==> src/hw/rtl/paids_pkg.sv <==
// Shared types and constants for the positional list core.
// Used by paids_cell, paids_ctrl and the top level; depends on nothing.
package paids_pkg;

  localparam int unsigned CAPACITY = 64;
  localparam int unsigned MAX_OUT  = 64;

  localparam int unsigned DATA_W   = 32;
  localparam int unsigned TYPE_W   = 2;
  localparam int unsigned POS_W    = 7;
  localparam int unsigned STATUS_W = 2;
  localparam int unsigned INDEX_W  = 6;
  localparam int unsigned FILL_W   = 7;

  // cell index, fill count, and a compare width wide enough for both and for position
  localparam int unsigned AW    = (CAPACITY > 1) ? $clog2(CAPACITY) : 1;
  localparam int unsigned CNT_W = $clog2(CAPACITY + 1);
  localparam int unsigned CMP_W = (AW + 1 > POS_W) ? AW + 1 : POS_W;

  typedef enum logic [TYPE_W-1:0] {
    REQ_INSERT = 2'd0,
    REQ_DELETE = 2'd1,
    REQ_SEARCH = 2'd2,
    REQ_DUMP   = 2'd3
  } req_e;

  typedef enum logic [STATUS_W-1:0] {
    ST_OK        = 2'd0,
    ST_INVALID   = 2'd1,
    ST_NOT_FOUND = 2'd2,
    ST_EMPTY     = 2'd3
  } status_e;

  typedef enum logic {
    S_IDLE,
    S_SCAN
  } state_e;

  // per-cycle command broadcast to every cell
  typedef struct packed {
    logic insert;
    logic remove;
    logic rotate;
  } cell_ctl_t;

endpackage

==> src/hw/rtl/paids_cell.sv <==
// One storage cell of the list chain: holds a single entry.
// Depends on paids_pkg for widths and the cell command struct.
module paids_cell import paids_pkg::*; (
  input  logic                     clk_i,
  input  cell_ctl_t                ctl_i,
  input  logic [CMP_W-1:0]         cell_idx_i,
  input  logic [CMP_W-1:0]         pos_i,
  input  logic signed [DATA_W-1:0] value_i,
  input  logic signed [DATA_W-1:0] prev_i,
  input  logic signed [DATA_W-1:0] next_i,
  output logic signed [DATA_W-1:0] data_o
);

  logic signed [DATA_W-1:0] data_q, data_d;
  logic                     en;

  always_comb begin
    en     = 1'b1;
    data_d = data_q;
    priority if (ctl_i.insert && (cell_idx_i > pos_i)) begin
      data_d = prev_i;
    end else if (ctl_i.insert && (cell_idx_i == pos_i)) begin
      data_d = value_i;
    end else if ((ctl_i.remove && (cell_idx_i >= pos_i)) || ctl_i.rotate) begin
      data_d = next_i;
    end else begin
      en = 1'b0;
    end
  end

  always_ff @(posedge clk_i) begin
    if (en) begin
      data_q <= data_d;
    end
  end

  assign data_o = data_q;

endmodule

==> config.mk <==
export PLATFORM = sky130hd
export DESIGN_NAME = paids_cell
export DESIGN_NICKNAME = d
export VERILOG_FILES = /design/src/hw/rtl/paids_pkg.sv /design/src/hw/rtl/paids_cell.sv
export SDC_FILE = /design/constraint.sdc
export NUM_CORES = 1
export LEC_CHECK = 0
export BUFFER_PORTS_ARGS = -buffer_cell sky130_fd_sc_hd__buf_2
export CORE_MARGIN = 5
export CORE_UTILIZATION = 38
export CTS_CLUSTER_DIAMETER = 80
export DETAILED_ROUTE_END_ITERATION = 6
export GPL_TIMING_DRIVEN = 1
export PLACE_DENSITY = 0.79
export SYNTH_ARGS = -nofsm -noshare
export SYNTH_HDL_FRONTEND = slang
export SYNTH_SLANG_ARGS = --single-unit
==> constraint.sdc <==
create_clock -name clk_i -period 2.3 [get_ports clk_i]
set_clock_uncertainty 0.05 [all_clocks]
set_input_delay 0.23 -clock clk_i [delete_from_list [all_inputs] [get_ports clk_i]]
set_output_delay 0.23 -clock clk_i [all_outputs]
set_load 0.1 [all_outputs]
==> results.toml <==
[global_routing]
antenna_found_initial = 0
grt.total_usage_pct = 15.4
grt_first_pass_wirelength_um = 8800
grt_pass1_vias = 1842
grt_max_degree = 33
grt_remaining_overflow = 0

[yosys]
yosys_warnings = 0
syn_nets = 253
avgSynthCellArea_um2 = 16.5
synth_area_um2 = 2170
synth_cell_types = 18
synth-seq-cells = 32
synth_cells = 132
ys_seq_area_share_pct = 44.2

[sta]
rsz0062_at_grt = "false"
finalCriticalPeriod_ps = 2080
finalHoldViolations = 0
tns_ps = 0
worstMarginPinSlew_ps = 506
slew_viol_final = 0
relSlewSlack_pct = 66.5
timing.fmax_mhz = 480
period_share_pct = 90.6
setup_viol = 0

[power_and_ir_drop]
swShare_pct = 45.7
total_power_mw = 2.29
intPower_mw = 1.25
pwr-share-clk_pct = 16.6
ir_drop_v = 0.000527
power_leakage_nw = 1.69
p_per_area_nw_per_um2 = 732
p_comb_share_pct = 49.6
seqPwrFrac_pct = 33.8
power.switching_mw = 1.05

[floorplanning]
die_x_um = 85.6
start_util_pct = 39.2
placementRows = 27
core_area_um2 = 5540
io_pins = 146
die_area_um2 = 7330
die_y_um = 85.6

[clock_tree]
path_clk_slew_ps = 60
clock_sinks = 32
clock-root-buffer = "clkbuf_8"
numCtsBuffers = 5
cts_tree = "built"
clock_path_buffers = 2
post_cts_buffers = 0
hold_buffers = 0
post_cts_resized = 0
htree_levels = 2

[cells_and_area]
final_cell_mix = "buf_2, mux2_4, edfxtp_1, inv_1, ha_1"
final_nets = 406
regArea_um2 = 961
final_common_cell = "buf_2"
fillers = 474
diodes = 0
multi_input_area_um2 = 1140
drive_above_1_share_pct = 78.9
fin_util_pct = 56.5
largest_reg_flops = 32
syn2layout_area_growth_pct = 44.2

[outcome]
outcome = "finished clean"

[route]
routed_wl_um = 5760
drc = 0
avgRoutedWirePerCell_um = 16.1
drtAntennaViolNets = 0
vias = 1641
dr.pass1.iters = 4
drt-vias-per-instance = 4.60
detail_route.iter0.violations = 44

[setup_path]
critPathKind = "in -> reg"
cp.arrival_ps = 2060
worst-path-max-fanout = 32
critPathLaunch = "pos_i[6]"
startpoint_type = "input port"
required_ps = 2270
critPathCaptureType = "register"

[place]
numPortBuffers = 145
dp_hpwl_um = 4640
globalplace.congestion = 0.747

[hold_path]
holdCritStartpoint = "prev_i[2]"
hp-class = "in -> reg"

[job]
maxCapViolCount = 0
-- worst max-delay path, stage by stage --
cell and delay [ps]:
buf_2 80, inv_1 30, ha_1 290, nand4_2 120
or3_2 490, buf_12 210, mux2_4 320, mux2_4 260
-- kinds of logic after synthesis --
family / after synthesis / synth area share, %
fa+ha+maj: 7 / 4.03
flops: 32 / 44.2
compound gates: 8 / 2.13
mux: 64 / 43.5
buf+inv: 15 / 4.15
simple gates: 6 / 1.90
-- final timing paths --
check / end / slack, ps / cells past startpoint
setup / recovery: data_o[5]$_DFFE_PP_ / 220 / 8
hold / removal: data_o[2]$_DFFE_PP_ / 210 / 2
-- layer usage --
layer	vias to the layer above	wire (um)	track usage, %
li1	808	-	-
met1	736	2110	16.3
met2	87	3060	28.7
met3	10	490	3.65
met4	0	95	6.76
met5	-	0	0
-- cells in the mapped netlist --
cell      number  share of area [%]
mux2_4        60                 41
edfxtp_1      32                 44
inv_1          8                1.4
ha_1           7                4.0
a21oi_1        4               0.92
buf_6          4                2.1
mux2_2         4                2.1
buf_2          3               0.69
a31oi_1        1               0.29
nand2_1        1               0.17
nand2b_1       1               0.29
nand3_1        1               0.23
nand3b_1       1               0.35
nand4_2        1               0.58
o21ai_0        1               0.23
o221ai_1       1               0.40
o22ai_1        1               0.29
or3_1          1               0.29
-- layout make-up --
| class | instances | area share [%] |
|---|---|---|
| clock buffer | 5 | 2.20 |
| clock inverter | 2 | 0.240 |
| inverter | 8 | 0.958 |
| multi-input combinational | 85 | 36.4 |
| sequential | 32 | 30.7 |
| tap | 72 | 2.88 |
| timing repair buffer | 153 | 26.7 |
-- power groups by stage --
| stage | sequential, mW | clock, mW | combinational, mW |
|---|---|---|---|
| floorplan | 1.48 | 0 | 0.206 |
| detailed placement | 0.789 | 0 | 1.14 |
| global placement | 0.786 | 0 | 1.13 |
| CTS | 0.778 | 0.399 | 1.14 |
| finish | 0.776 | 0.381 | 1.14 |
| global route | 0.786 | 0.436 | 1.18 |
-- metrics by stage --
stage	hold slack (ps)	setup slack [ps]	instances	cell area, um2
floorplan	398	125	132	2170
global placement	481	-35.2	350	3060
detailed placement	485	-65.2	350	3060
CTS	196	230	357	3130
global route	189	158	357	3130
finish	206	216	357	3130
Power figures use the tool's default switching activity.
