===== src/hw/rtl/paids_pkg.sv =====
// Shared types and constants for the positional list core.
// Used by paids_cell, paids_ctrl and the top level; depends on nothing.
package paids_pkg;

  localparam int unsigned CAPACITY = 64;
  localparam int unsigned MAX_OUT  = 64;

  localparam int unsigned DATA_W   = 32;
  localparam int unsigned TYPE_W   = 2;
  localparam int unsigned POS_W    = 7;
  localparam int unsigned STATUS_W = 2;
  localparam int unsigned INDEX_W  = 6;
  localparam int unsigned FILL_W   = 7;

  // cell index, fill count, and a compare width wide enough for both and for position
  localparam int unsigned AW    = (CAPACITY > 1) ? $clog2(CAPACITY) : 1;
  localparam int unsigned CNT_W = $clog2(CAPACITY + 1);
  localparam int unsigned CMP_W = (AW + 1 > POS_W) ? AW + 1 : POS_W;

  typedef enum logic [TYPE_W-1:0] {
    REQ_INSERT = 2'd0,
    REQ_DELETE = 2'd1,
    REQ_SEARCH = 2'd2,
    REQ_DUMP   = 2'd3
  } req_e;

  typedef enum logic [STATUS_W-1:0] {
    ST_OK        = 2'd0,
    ST_INVALID   = 2'd1,
    ST_NOT_FOUND = 2'd2,
    ST_EMPTY     = 2'd3
  } status_e;

  typedef enum logic {
    S_IDLE,
    S_SCAN
  } state_e;

  // per-cycle command broadcast to every cell
  typedef struct packed {
    logic insert;
    logic remove;
    logic rotate;
  } cell_ctl_t;

endpackage


===== src/hw/rtl/paids_ctrl.sv =====
// Sequencer and output register for the positional list core.
// Depends on paids_pkg; drives the cell chain and reads its head cell.
module paids_ctrl import paids_pkg::*; (
  input  logic                     clk_i,
  input  logic                     rst_ni,
  input  logic                     in_valid_i,
  output logic                     in_ready_o,
  input  logic [TYPE_W-1:0]        req_type_i,
  input  logic [POS_W-1:0]         position_i,
  input  logic signed [DATA_W-1:0] value_i,
  output logic                     out_valid_o,
  input  logic                     out_ready_i,
  output logic [STATUS_W-1:0]      status_o,
  output logic [INDEX_W-1:0]       index_o,
  output logic signed [DATA_W-1:0] item_value_o,
  output logic [FILL_W-1:0]        fill_count_o,
  output logic                     last_o,
  input  logic signed [DATA_W-1:0] head_i,
  output cell_ctl_t                ctl_o,
  output logic [CMP_W-1:0]         pos_o
);

  localparam logic [AW-1:0]    KMAX    = AW'(CAPACITY - 1);
  localparam logic [CMP_W-1:0] CAP_C   = CMP_W'(CAPACITY);
  localparam logic [CMP_W-1:0] MAXOUT_C = CMP_W'(MAX_OUT);

  state_e                   state_q, state_d;
  logic [CNT_W-1:0]         count_q, count_d;
  logic [AW-1:0]            k_q, k_d;
  req_e                     req_q, req_d;
  logic signed [DATA_W-1:0] val_q, val_d;
  logic                     found_q, found_d;
  logic [AW-1:0]            fidx_q, fidx_d;

  logic                     out_valid_q, out_valid_d;
  logic [STATUS_W-1:0]      status_q, status_d;
  logic [INDEX_W-1:0]       index_q, index_d;
  logic signed [DATA_W-1:0] item_q, item_d;
  logic [FILL_W-1:0]        fill_q, fill_d;
  logic                     last_q, last_d;
  logic                     load_out;

  logic             accept, can_emit, step;
  req_e             req_in;
  logic [CMP_W-1:0] count_ext, k_ext, n_ext;
  logic             in_range, hit, dump_emit, search_end, found_any;
  logic [AW-1:0]    hit_idx;

  assign req_in    = req_e'(req_type_i);
  assign pos_o     = CMP_W'(position_i);
  assign count_ext = CMP_W'(count_q);
  assign k_ext     = CMP_W'(k_q);
  assign n_ext     = (count_ext > MAXOUT_C) ? MAXOUT_C : count_ext;

  assign can_emit   = !out_valid_q || out_ready_i;
  assign in_ready_o = (state_q == S_IDLE) && can_emit;
  assign accept     = in_valid_i && in_ready_o;

  // head cell holds entry k during the scan rotation
  assign in_range   = k_ext < count_ext;
  assign hit        = in_range && (head_i == val_q) && !found_q;
  assign dump_emit  = (state_q == S_SCAN) && (req_q == REQ_DUMP) && (k_ext < n_ext);
  assign search_end = (state_q == S_SCAN) && (req_q == REQ_SEARCH) && (k_q == KMAX);
  assign step       = (state_q == S_SCAN) && (!(dump_emit || search_end) || can_emit);
  assign found_any  = found_q || hit;
  assign hit_idx    = found_q ? fidx_q : k_q;

  // next state
  always_comb begin
    state_d = state_q;
    unique case (state_q)
      S_IDLE: begin
        if (accept && ((req_in == REQ_SEARCH) ||
                       ((req_in == REQ_DUMP) && (count_q != '0)))) begin
          state_d = S_SCAN;
        end
      end
      S_SCAN: begin
        if (step && (k_q == KMAX)) begin
          state_d = S_IDLE;
        end
      end
      default: state_d = S_IDLE;
    endcase
  end

  // datapath and outputs
  always_comb begin
    ctl_o    = '0;
    count_d  = count_q;
    k_d      = k_q;
    req_d    = req_q;
    val_d    = val_q;
    found_d  = found_q;
    fidx_d   = fidx_q;
    load_out = 1'b0;
    status_d = ST_OK;
    index_d  = '0;
    item_d   = '0;
    fill_d   = FILL_W'(count_q);
    last_d   = 1'b1;

    unique case (state_q)
      S_IDLE: begin
        if (accept) begin
          unique case (req_in)
            REQ_INSERT: begin
              load_out = 1'b1;
              if ((pos_o > count_ext) || (count_ext >= CAP_C)) begin
                status_d = ST_INVALID;
              end else begin
                ctl_o.insert = 1'b1;
                count_d      = count_q + 1'b1;
                fill_d       = FILL_W'(count_d);
              end
            end
            REQ_DELETE: begin
              load_out = 1'b1;
              if (pos_o >= count_ext) begin
                status_d = ST_INVALID;
              end else begin
                ctl_o.remove = 1'b1;
                count_d      = count_q - 1'b1;
                fill_d       = FILL_W'(count_d);
              end
            end
            REQ_SEARCH: begin
              k_d     = '0;
              found_d = 1'b0;
              req_d   = REQ_SEARCH;
              val_d   = value_i;
            end
            REQ_DUMP: begin
              if (count_q == '0) begin
                load_out = 1'b1;
                status_d = ST_EMPTY;
              end else begin
                k_d   = '0;
                req_d = REQ_DUMP;
              end
            end
            default: ;
          endcase
        end
      end
      S_SCAN: begin
        if (step) begin
          ctl_o.rotate = 1'b1;
          k_d          = (k_q == KMAX) ? '0 : k_q + 1'b1;
          if (hit) begin
            found_d = 1'b1;
            fidx_d  = k_q;
          end
          if (dump_emit) begin
            load_out = 1'b1;
            index_d  = INDEX_W'(k_q);
            item_d   = head_i;
            last_d   = (k_ext == (n_ext - 1'b1));
          end else if (search_end) begin
            load_out = 1'b1;
            status_d = found_any ? ST_OK : ST_NOT_FOUND;
            index_d  = found_any ? INDEX_W'(hit_idx) : '0;
          end
        end
      end
      default: ;
    endcase
  end

  assign out_valid_d = load_out ? 1'b1 : (out_ready_i ? 1'b0 : out_valid_q);

  always_ff @(posedge clk_i or negedge rst_ni) begin
    if (!rst_ni) begin
      state_q     <= S_IDLE;
      count_q     <= '0;
      k_q         <= '0;
      found_q     <= 1'b0;
      out_valid_q <= 1'b0;
    end else begin
      state_q     <= state_d;
      count_q     <= count_d;
      k_q         <= k_d;
      found_q     <= found_d;
      out_valid_q <= out_valid_d;
    end
  end

  always_ff @(posedge clk_i) begin
    req_q  <= req_d;
    val_q  <= val_d;
    fidx_q <= fidx_d;
    if (load_out) begin
      status_q <= status_d;
      index_q  <= index_d;
      item_q   <= item_d;
      fill_q   <= fill_d;
      last_q   <= last_d;
    end
  end

  assign out_valid_o  = out_valid_q;
  assign status_o     = status_q;
  assign index_o      = index_q;
  assign item_value_o = item_q;
  assign fill_count_o = fill_q;
  assign last_o       = last_q;

  a_count_bound: assert property (@(posedge clk_i) disable iff (!rst_ni)
    count_q <= CNT_W'(CAPACITY))
    else $error("fill count above capacity");

  a_count_only_on_transfer: assert property (@(posedge clk_i) disable iff (!rst_ni)
    !accept |=> $stable(count_q))
    else $error("fill count changed without an input transfer");

  a_scan_ends: assert property (@(posedge clk_i) disable iff (!rst_ni)
    (step && (k_q == KMAX)) |=> (state_q == S_IDLE))
    else $error("scan did not return to idle after full rotation");

  a_scan_no_overwrite: assert property (@(posedge clk_i) disable iff (!rst_ni)
    (load_out && out_valid_q) |-> out_ready_i)
    else $error("result register overwritten before transfer");

endmodule


===== config.mk =====
export PLATFORM = sky130hd
export DESIGN_NAME = paids_ctrl
export DESIGN_NICKNAME = d
export VERILOG_FILES = /design/src/hw/rtl/paids_pkg.sv /design/src/hw/rtl/paids_ctrl.sv
export SDC_FILE = /design/constraint.sdc
export NUM_CORES = 1
export LEC_CHECK = 0
export BUFFER_PORTS_ARGS = -buffer_cell sky130_fd_sc_hd__buf_4
export CORE_UTILIZATION = 57
export CTS_CLUSTER_DIAMETER = 100
export DETAILED_ROUTE_END_ITERATION = 16
export MAX_ROUTING_LAYER = met4
export PLACE_DENSITY_LB_ADDON = 0.12
export SLEW_MARGIN = 20
export SYNTH_ARGS = -nofsm -noshare
export SYNTH_HDL_FRONTEND = slang
export SYNTH_SLANG_ARGS = --single-unit

===== constraint.sdc =====
create_clock -name clk_i -period 13.8 [get_ports clk_i]
set_input_delay 1.38 -clock clk_i [delete_from_list [all_inputs] [get_ports clk_i]]
set_output_delay 1.38 -clock clk_i [all_outputs]
set_load 0.1 [all_outputs]

==> results.md, run 1 <==
- Sequential-to-total area share from yosys stat: between 50 and 60%
- Die Width: 97.0 um
- Ports: about 140
- Inserted Clock Buffers: 9
- CTS root buffer: clkbuf_8
- Avg WL per Cell: 17.4 um
- Die area: roughly 9400 um2
- Synthesized area: between 5000 and 6000 um2
- Ant. Diodes: 0
- Top-count cell post-synth: edfxtp_1
- P_leak: around 2.6 nW
- Crit path kind: reg2out
- Switching Share: between 50% and 60%
- Post-synth top area cell: edfxtp_1
- Total number of vias: 3683
- Worst-path clk slew: 0.10 ns
- Avg Inst Size Synth: between 10 and 15 um2
- Total global-route track usage: 25.4%
- CP max stage cell: a2111oi_4
- CORE AREA: between 8000 and 9000 um2
- Fmax: between 0.2 and 0.25 GHz
- Clock sinks: about 100
- Average vias per placed instance: approximately 5.7
- Post-CTS setup buffers: 0
- Final min period: about 4.8 ns
- CP Max Fanout: 7
- DR pass1 iterations: 4
- WL final: roughly 11000 um
- Total gr overflow: 0
- PD cells: about 240 nW/um2
- Mux cell area share after synthesis: 0.681%
- Post-synth top area share: 50.8%
- Fin. max-slew vios: 0
- Clk buf depth: 2
- Crit path DAT: 3.39 ns
- GPL Wtd Cong: between 0.9 and 1
- Synthesized flop and latch total: 103
- Max-cap violations: 0
- EDFF count, synth: 87
- Initial Utilization: between 50% and 60%
- Syn_nets: 504
- Switch Pwr: between 0.8 and 0.9 mW
- # rows: 34
- Initial antenna violation count: 0
- CTS tree: done
- Clk_skew: between 0.01 and 0.015 ns
- Synth Area in XOR/XNOR: under 10%
- CTS Hold Buffers Added: 0
- Adder-Cell Fraction of Synth Area: about 5.4%
- Outcome: completed
- H-tree depth: 3
- Clk pwr share: ~11%
- Largest net degree at the start of global routing: 40
- Worst-Skew Late Latency: between 0.3 and 0.4 ns
- Register share of total power: approximately a third
- Main synth FF type: edfxtp_1
- Mapped Cells: around 410
- Slew @ Worst Pin: 0.895 ns
- Post-synthesis simple-gate area fraction: roughly 15%
- Cell variety after synth: 60
- Final period util: between 30% and 40%
- Vias in the first global route: between 3000 and 4000
- Worst Setup End Kind: primary output
- DRC errors left: 0
- Combinational fraction of design power: 55.1%
- RSZ-0062 raised after global routing: false
- Fin. Hold Viols: 0
- Cell internal pwr: roughly 0.7 mW
- Synth Area in Compound Gates: under 10%
- Critical Path RT: approximately 12 ns
- ANT nets after route: 0
- Ys Warns: 0
- Largest family of logic cells by synthesized area: simple AND/OR/NAND/NOR gates
- CP max stage delay: about 0.56 ns
- Placed Cells incl. Taps: approximately 630
- Hold Crit Class: reg2reg
- Most used cell along the critical path: nand2_1
- Top post-synthesis cells by area: edfxtp_1 51%, dfrtp_1 7.8%, ha_1 5.4%, xor2_1 5.3%, and2_1 4.3%
- Post-cts resize count: 0
- DIE HEIGHT: ~97 um
- Final #Nets: between 600 and 700
- Max-Slew Margin vs Limit: roughly two fifths
- VDD IR max: 0.000142 V
- Area delta synth->final: 24.3%
- Setup crit start kind: flip-flop
- Async SR Flop Fraction: around 16%
- DP HPWL: 8470 um
- Initial DRC count: 160
- Layout cells sized above 1: 31.7%
- Critical-path cell list: inv_1 > ha_1 > nand2_1 > nand2_1 > nand2_1 > ha_1 > nor2b_1 > o21ai_1 > a2111oi_4 > o211ai_4 > nand2_1 > buf_4
- Final std cells w/o fill: ~650
- Final TNS setup: 0 ns
- Top cells by count, synth: 87 x edfxtp_1, 35 x and2_1, 31 x xor2_1
- Final setup fails: 0
- Global-route wire length before repair: between 15000 and 20000 um
- Port Buffers: between 100 and 150
[per-stage QoR]
stage / utilization [%] / power [mW] / cell area [um2] / worst slack, ns / hold WS [ns]
after floorplan: - / 1.18 / 5140 / 7.38 / 0.476
after global placement: 71.1 / 1.34 / 6200 / 9.28 / 0.530
after detailed placement: 71.1 / 1.36 / 6200 / 9.19 / 0.535
after CTS: 73.2 / 1.53 / 6380 / 9.06 / 0.559
after global routing: 73.3 / 1.60 / 6390 / 8.82 / 0.578
final: 73.3 / 1.53 / 6390 / 9.03 / 0.555
[cells by family after synthesis]
logic type	Yosys count
adders and majority gates	22
buffers and inverters	34
and+or+nand+nor	137
muxes	3
xor gates and xnor gates	42
AOI/OAI and AO/OA	64
DFF	103
[worst paths after layout]
path	depth (start not counted)	slack, ns	end	start
max in group asynchronous	1	12.74	k_q[5]	rst_ni
worst min-delay path	1	0.56	index_o[0]	fidx_q[0]
worst max-delay path	12	9.03	ctl_o[0]	count_ext[1]
min in group asynchronous	1	0.87	k_q[0]	rst_ni
worst max register to register	13	10.08	item_value_o[22]	count_ext[1]
worst min register to register	1	0.56	index_o[0]	fidx_q[0]
[worst max-delay path: cells and delay by family, from the launching register on]
| family | cells | cell delay [ns] |
|---|---|---|
| adder cells (fa/ha/maj) | 2 | 0.58 |
| AO/OA/AOI/OAI | 3 | 0.85 |
| flip-flops | 1 | 0.45 |
| buffers and inverters | 2 | 0.50 |
| AND/OR/NAND/NOR | 5 | 0.64 |
[cells in the final DEF, fill, tap and decap left out, types with 3 or more instances in the layout]
master | netlist | final
buf_4 | 10 | 137
edfxtp_1 | 87 | 87
and2_1 | 35 | 35
xor2_1 | 31 | 31
nand2_1 | 23 | 23
ha_1 | 22 | 22
nor2_1 | 18 | 17
dfrtp_1 | 16 | 16
inv_1 | 15 | 15
a21oi_1 | 15 | 14
nand3_1 | 14 | 14
xnor2_1 | 11 | 11
o21ai_0 | 10 | 10
nor4_1 | 9 | 9
clkbuf_8 | 0 | 9
nor3_1 | 8 | 8
a22o_1 | 6 | 6
nand4_1 | 5 | 5
nand2b_1 | 5 | 5
nor2b_1 | 3 | 3
a211oi_1 | 3 | 3
nand3b_1 | 3 | 3
a22oi_1 | 3 | 3
[state kept, by name, indices dropped and copies added, names as in the netlist]
name          flops
count_ext         7
status_o          2
item_value_o     32
last_o            1
fill_count_o      7
val_q            32
found_q           1
k_q               6
out_valid_o       1
req_q             1
fidx_q            6
state_q           1
index_o           6
[metal layers]
layer | GRT usage, % | wire length, um
met5 | - | 0
met3 | 4.12 | 670
met1 | 30.8 | 4640
met4 | 11.7 | 329
met2 | 41.8 | 5640
[final cells by class]
| type | instances | area, um2 |
|---|---|---|
| sequential | 103 | 3010 |
| fill | 586 | 2330 |
| multi-input combinational | 268 | 1970 |
| timing repair buffer | 138 | 1040 |
| tap | 108 | 135 |
| clock buffer | 9 | 124 |
| inverter | 15 | 56.3 |
| clock inverter | 6 | 55.1 |
[power by group through the flow]
| stage | Sequential (mW) | Clock (mW) | Combinational [mW] |
|---|---|---|---|
| 2_1_floorplan | 0.893 | 0 | 0.291 |
| 3_3_place_gp | 0.517 | 0 | 0.824 |
| 3_5_place_dp | 0.519 | 0 | 0.840 |
| 4_1_cts | 0.514 | 0.178 | 0.842 |
| 5_1_grt | 0.522 | 0.191 | 0.885 |
| 6_report | 0.514 | 0.174 | 0.844 |
Power figures use the tool's default switching activity.
==> run 2, diff against run 1 <==
CORE_UTILIZATION = 53   (was 57)
clock period = 4.7 ns   (was 13.8 ns; I/O delays follow)
==> run 2 against run 1 <==
- power grew to 3.0 times the previous value
- clock skew rose by 0.0032 ns
- critical endpoint unchanged
- combinational power grew to 3.0 times the previous value
- design area is 1.1% higher
- sequential share of layout area down 0.53 points
- utilization shrank 4.0 points
- global-route usage decreased by 0.25 points
- first-iteration DRC count grew 16%
- register-to-register slack lost 9.1 ns
==> results.md, run 2 (synthesis gave the netlist of run 1 again) <==
- Combinational fraction of design power: a little over half
- RSZ-0062 raised after global routing: false
- Global-route wire length before repair: between 15000 and 20000 um
- Crit path kind: reg2out
- Most used cell along the critical path: nand2_1
- WL met2: 5790 um
- Pre-CTS WS: about 1.0 ns
- Final #Nets: between 600 and 700
- Layout cells sized above 1: about a third
- Switch Pwr: around 2.4 mW
- CORE AREA: 9330 um2
- CTS tree: done
- Leading cell type in the layout, fill and taps excluded: buf_4
- Area delta synth->final: 25.7%
- Vias in the first global route: about 3500
- Tot Pwr: ~4.6 mW
- Fin. max-slew vios: 0
- VDD IR max: 0.000434 V
- Cell internal pwr: roughly 2.2 mW
- # rows: 35
- Final setup fails: 0
- Total global-route track usage: between 20% and 30%
- GPL Wtd Cong: between 0.9 and 1
- Clk_skew: 0.0147 ns
- Clk buf depth: 2
- Switching Share: ~53%
- CP max stage cell: dfrtp_1
- Initial Utilization: 55.1%
- P_leak: between 2 and 3 nW
- Crit path DAT: ~3.4 ns
- Max-Slew Margin vs Limit: 31.4%
- Largest net degree at the start of global routing: 40
- Port Buffers: 136
- Total gr overflow: 0
- Final std cells w/o fill: ~670
- WL final: 11800 um
- DRC errors left: 0
- Worst Setup End Kind: primary output
- DP HPWL: roughly 8700 um
- Wire length on met3: 634 um
- Critical Path RT: 4.23 ns
- Register share of total power: between 30% and 40%
- Final Cell Area: roughly 6500 um2
- Filler Cells Inserted: roughly 670
- CTS root buffer: clkbuf_8
- DR pass1 iterations: 4
- Inserted Clock Buffers: 9
- Clock sinks: approximately 100
- Top sig layer: met4
- Placed Cells incl. Taps: 652
- Fin. Hold Viols: 0
- Clk pwr share: a little over an eighth
- DIE HEIGHT: 101 um
- M1 wire length: between 5000 and 6000 um
- Fmax: roughly 0.26 GHz
- Worst Slack Setup Final: ~0.81 ns
- H-tree depth: 3
- Hold Crit Class: in2reg
- Outcome: completed
- Worst-Skew Late Latency: ~0.37 ns
- Critical-path cell list: nor4_4 > nand2_1 > nand2_1 > nand2_1 > ha_1 > nor2b_1 > o21ai_1 > a2111oi_4 > o211ai_4 > nand2_1 > buf_4
- Fin Hold WS: about 0.27 ns
- Initial DRC count: approximately 190
- Post-CTS setup buffers: 0
- Die area: 10100 um2
- Setup crit start kind: flip-flop
- Avg WL per Cell: 17.6 um
- Average vias per placed instance: 5.41
- Most frequent cells in the layout: 137 x buf_4, 87 x edfxtp_1, 35 x and2_1, 31 x xor2_1, 23 x nand2_1
- PD cells: just over 700 nW/um2
- Final min period: about 3.9 ns
- CP Max Fanout: 10
- Die Width: ~100 um
- ANT nets after route: 0
- Max-cap violations: 0
- Cell Area, Placed: between 6000 and 7000 um2
- Final period util: between 80% and 90%
- Total number of vias: 3621
- CP max stage delay: about 0.56 ns
- Worst-path clk slew: ~0.11 ns
- Ant. Diodes: 0
- Slew @ Worst Pin: just over 1 ns
- Ports: about 140
- Initial antenna violation count: 0
==> run 2: area by class of cell <==
cell class | instances | area (um2) | area share (%)
multi-input combinational | 268 | 1980 | 30.6
tap | 129 | 161 | 2.50
clock buffer | 9 | 124 | 1.92
inverter | 15 | 56.3 | 0.871
clock inverter | 7 | 91.3 | 1.41
timing repair buffer | 138 | 1040 | 16.1
sequential | 103 | 3010 | 46.6
==> run 2: final timing paths <==
path | from | end | slack, ns | cells past startpoint
worst max-delay path | count_ext[4] | ctl_o[0] | 0.81 | 11
worst min-delay path | value_i[13] | val_q[13] | 0.27 | 1
worst max register to register | count_ext[4] | item_value_o[24] | 0.94 | 12
worst min register to register | fidx_q[0] | index_o[0] | 0.55 | 1
max in group asynchronous | rst_ni | state_q | 4.01 | 2
min in group asynchronous | rst_ni | found_q | 0.49 | 2
==> run 2: power by group through the flow <==
stage / Clock, mW / Combinational [mW] / Sequential [mW]
4_1_cts: 0.614 / 2.49 / 1.51
5_1_grt: 0.649 / 2.63 / 1.54
3_3_place_gp: 0 / 2.47 / 1.52
6_report: 0.605 / 2.49 / 1.52
2_1_floorplan: 0 / 0.862 / 2.62
3_5_place_dp: 0 / 2.48 / 1.53
==> run 2: routing by layer <==
metal	global-route usage [%]	up-vias
li1	-	1739
met1	32.6	1717
met4	9.70	0
met5	-	-
met2	40.1	151
met3	3.95	14
==> run 2: timing repair <==
action                                  in CTS  in global routing
hold buffers                                 1                  0
resized for setup                            0                  0
endpoints found under the setup margin       0                  0
hold endpoints to repair                    16                  0
==> run 2: worst max-delay path: cells and delay by family, from the launching register on <==
kind / cells / cell delay, ns
and+or+nand+nor: 6 / 1.06
AOI/OAI and AO/OA: 3 / 0.84
DFF: 1 / 0.56
buffers and inverters: 1 / 0.31
adders and majority gates: 1 / 0.28
==> run 2: stage by stage <==
stage	TNS, ns	utilization (%)
finish	0	69.3
global route	0	69.3
CTS	0	69.3
detailed placement	0	66.9
global placement	0	66.9
floorplan	-0.0186	-
==> run 3, diff against run 2 <==
clock period = 3.87 ns   (was 4.7 ns; I/O delays follow)
==> run 3 against run 2 <==
- power increased by 20%
- non-clock buffer count increased by 4
- largest cell class unchanged
- largest power group unchanged
- design area up 0.39%
==> results.md, run 3 (synthesis gave the netlist of run 1 again) <==
- Tot Pwr: 5.52 mW
- CP max stage delay: 0.53 ns
- Initial antenna violation count: 0
- Vias in the first global route: 3514
- Crit path kind: reg2out
- Switching Share: between 50 and 60%
- Clk_skew: roughly 0.014 ns
- Worst Slack Setup Final: approximately 0.23 ns
- Hold_sp: value_i[2]
- RSZ-0062 raised after global routing: false
- Final min period: about 3.6 ns
- Clk pwr share: a little under an eighth
- Clk buf depth: 2
- Ports: about 140
- Final setup fails: 0
- DRC errors left: 0
- Setup crit start kind: flip-flop
- Post-cts resize count: 0
- Critical R2R Launch: count_ext[3]
- Switch Pwr: about 2.9 mW
- Final TNS setup: 0 ns
- Crit path DAT: ~3.3 ns
- CP max stage cell: dfrtp_1
- Inserted Clock Buffers: 9
- R2R setup slack: between 0.4 and 0.5 ns
- Pre-CTS WS: ~0.38 ns
- Initial Utilization: between 50% and 60%
- Area delta synth->final: 26.2%
- Clock sinks: about 100
- Ant. Diodes: 0
- Leading cell type in the layout, fill and taps excluded: buf_4
- Fin. max-slew vios: 0
- Die Width: around 100 um
- WHS Endpoint: val_q[2]
- Hold Crit Class: in2reg
- Critical Path RT: between 3 and 4 ns
- Average vias per placed instance: between 5 and 6
- CTS tree: done
- Worst-path clk slew: between 0.1 and 0.15 ns
- Fmax: roughly 0.27 GHz
- Die area: a little over 10000 um2
- # rows: 35
- Max-Slew Margin vs Limit: roughly two fifths
- Fin. Hold Viols: 0
- CORE AREA: approximately 9300 um2
- Avg WL per Cell: approximately 16 um
- VDD IR max: around 0.00044 V
- WL final: around 11000 um
- Filler Cells Inserted: 712
- H-tree depth: 3
- Total global-route track usage: about a quarter
- DR pass1 iterations: 5
- Final #Nets: around 640
- Hold Path Cell Cnt: 1
- Total gr overflow: 0
- Most used cell along the critical path: nand2_1
- Port Buffers: ~140
- Slew @ Worst Pin: around 0.9 ns
- Initial DRC count: around 170
- Register share of total power: between 30% and 40%
- Layout cells sized above 1: about 33%
- ANT nets after route: 0
- P_leak: ~2.6 nW
- GPL Wtd Cong: around 1.0
- Combinational fraction of design power: a little under three fifths
- Worst-Skew Late Latency: 0.37 ns
- Cell internal pwr: between 2 and 3 mW
- Max-cap violations: 0
- Worst Reg-to-Reg Cells: 13
- Worst Setup End Kind: primary output
- R2r endpoint: index_o[4]
- Global-route wire length before repair: 17500 um
- DIE HEIGHT: between 100 and 150 um
- Largest net degree at the start of global routing: 41
- PD cells: approximately 850 nW/um2
- Final period util: between 90% and 100%
- CP Max Fanout: 9
- Most frequent cells in the layout: 140 x buf_4, 87 x edfxtp_1, 35 x and2_1, 31 x xor2_1, 23 x nand2_1
- Critical-path cell list: nor4_4 > nand2_1 > nand2_1 > nand2_1 > ha_1 > nor2b_1 > o21ai_1 > a2111oi_4 > buf_4 > o211ai_4 > nand2_1 > buf_4
- DP HPWL: between 8000 and 9000 um
- CTS root buffer: clkbuf_8
- Outcome: completed
- Total number of vias: 3607
-- run 3: how the worst max path moves through the flow --
stage / cells after the start / to / slack [ns] / start
3_3_place_gp: 12 / item_value_o[30] / 0.46 / count_ext[3]
6_report: 12 / ctl_o[0] / 0.23 / count_ext[3]
3_5_place_dp: 12 / item_value_o[30] / 0.38 / count_ext[3]
4_1_cts: 11 / ctl_o[0] / 0.10 / count_ext[3]
5_1_grt: 13 / ctl_o[0] / 0.01 / count_ext[1]
2_1_floorplan: 6 / fill_count_o[2] / 0.06 / out_valid_o
-- run 3: power groups by stage --
stage	Clock [mW]	Sequential (mW)	Combinational, mW
2_1_floorplan	0	3.17	1.06
3_3_place_gp	0	1.83	3.02
3_5_place_dp	0	1.84	3.05
4_1_cts	0.675	1.82	3.05
5_1_grt	0.718	1.85	3.22
6_report	0.660	1.81	3.05
-- run 3: critical path: cells and delay by family, from the launching register on --
family / cells / cell delay, ns
compound gates: 3 / 0.51
fa+ha+maj: 1 / 0.28
buf+inv: 2 / 0.51
flops: 1 / 0.53
simple gates: 6 / 1.05
-- run 3: per-stage QoR --
step | utilization [%] | instances | instance area [um2] | hold WS [ns]
global placement | 67.3 | 655 | 6280 | 0.267
global route | 69.6 | 673 | 6490 | 0.153
CTS | 69.5 | 672 | 6480 | 0.169
floorplan | - | 405 | 5170 | 0.0914
detailed placement | 67.3 | 655 | 6280 | 0.272
finish | 69.6 | 673 | 6490 | 0.181
-- run 3: layout make-up --
cell class | count | area (um2) | area share (%)
inverters | 15 | 56.3 | 0.868
flip-flops and latches | 103 | 3010 | 46.4
clock buffers | 9 | 124 | 1.91
multi-input cells | 268 | 1990 | 30.6
well taps | 129 | 161 | 2.49
clock inverters | 7 | 66.3 | 1.02
repair buffers | 142 | 1080 | 16.7
-- run 3: timing repair --
action | 4_1_cts | 5_1_grt
hold buffers | 1 | 0
hold endpoints to repair | 16 | 0
setup buffers | 0 | 1
setup endpoints to repair | 0 | 1
-- run 3: layer usage --
| metal | global-route usage (%) | up-vias | wire length (um) |
|---|---|---|---|
| met4 | 11.4 | 0 | 312 |
| li1 | - | 1744 | - |
| met3 | 3.68 | 25 | 558 |
| met1 | 30.7 | 1698 | 4810 |
| met5 | - | - | 0 |
| met2 | 38.6 | 140 | 5420 |
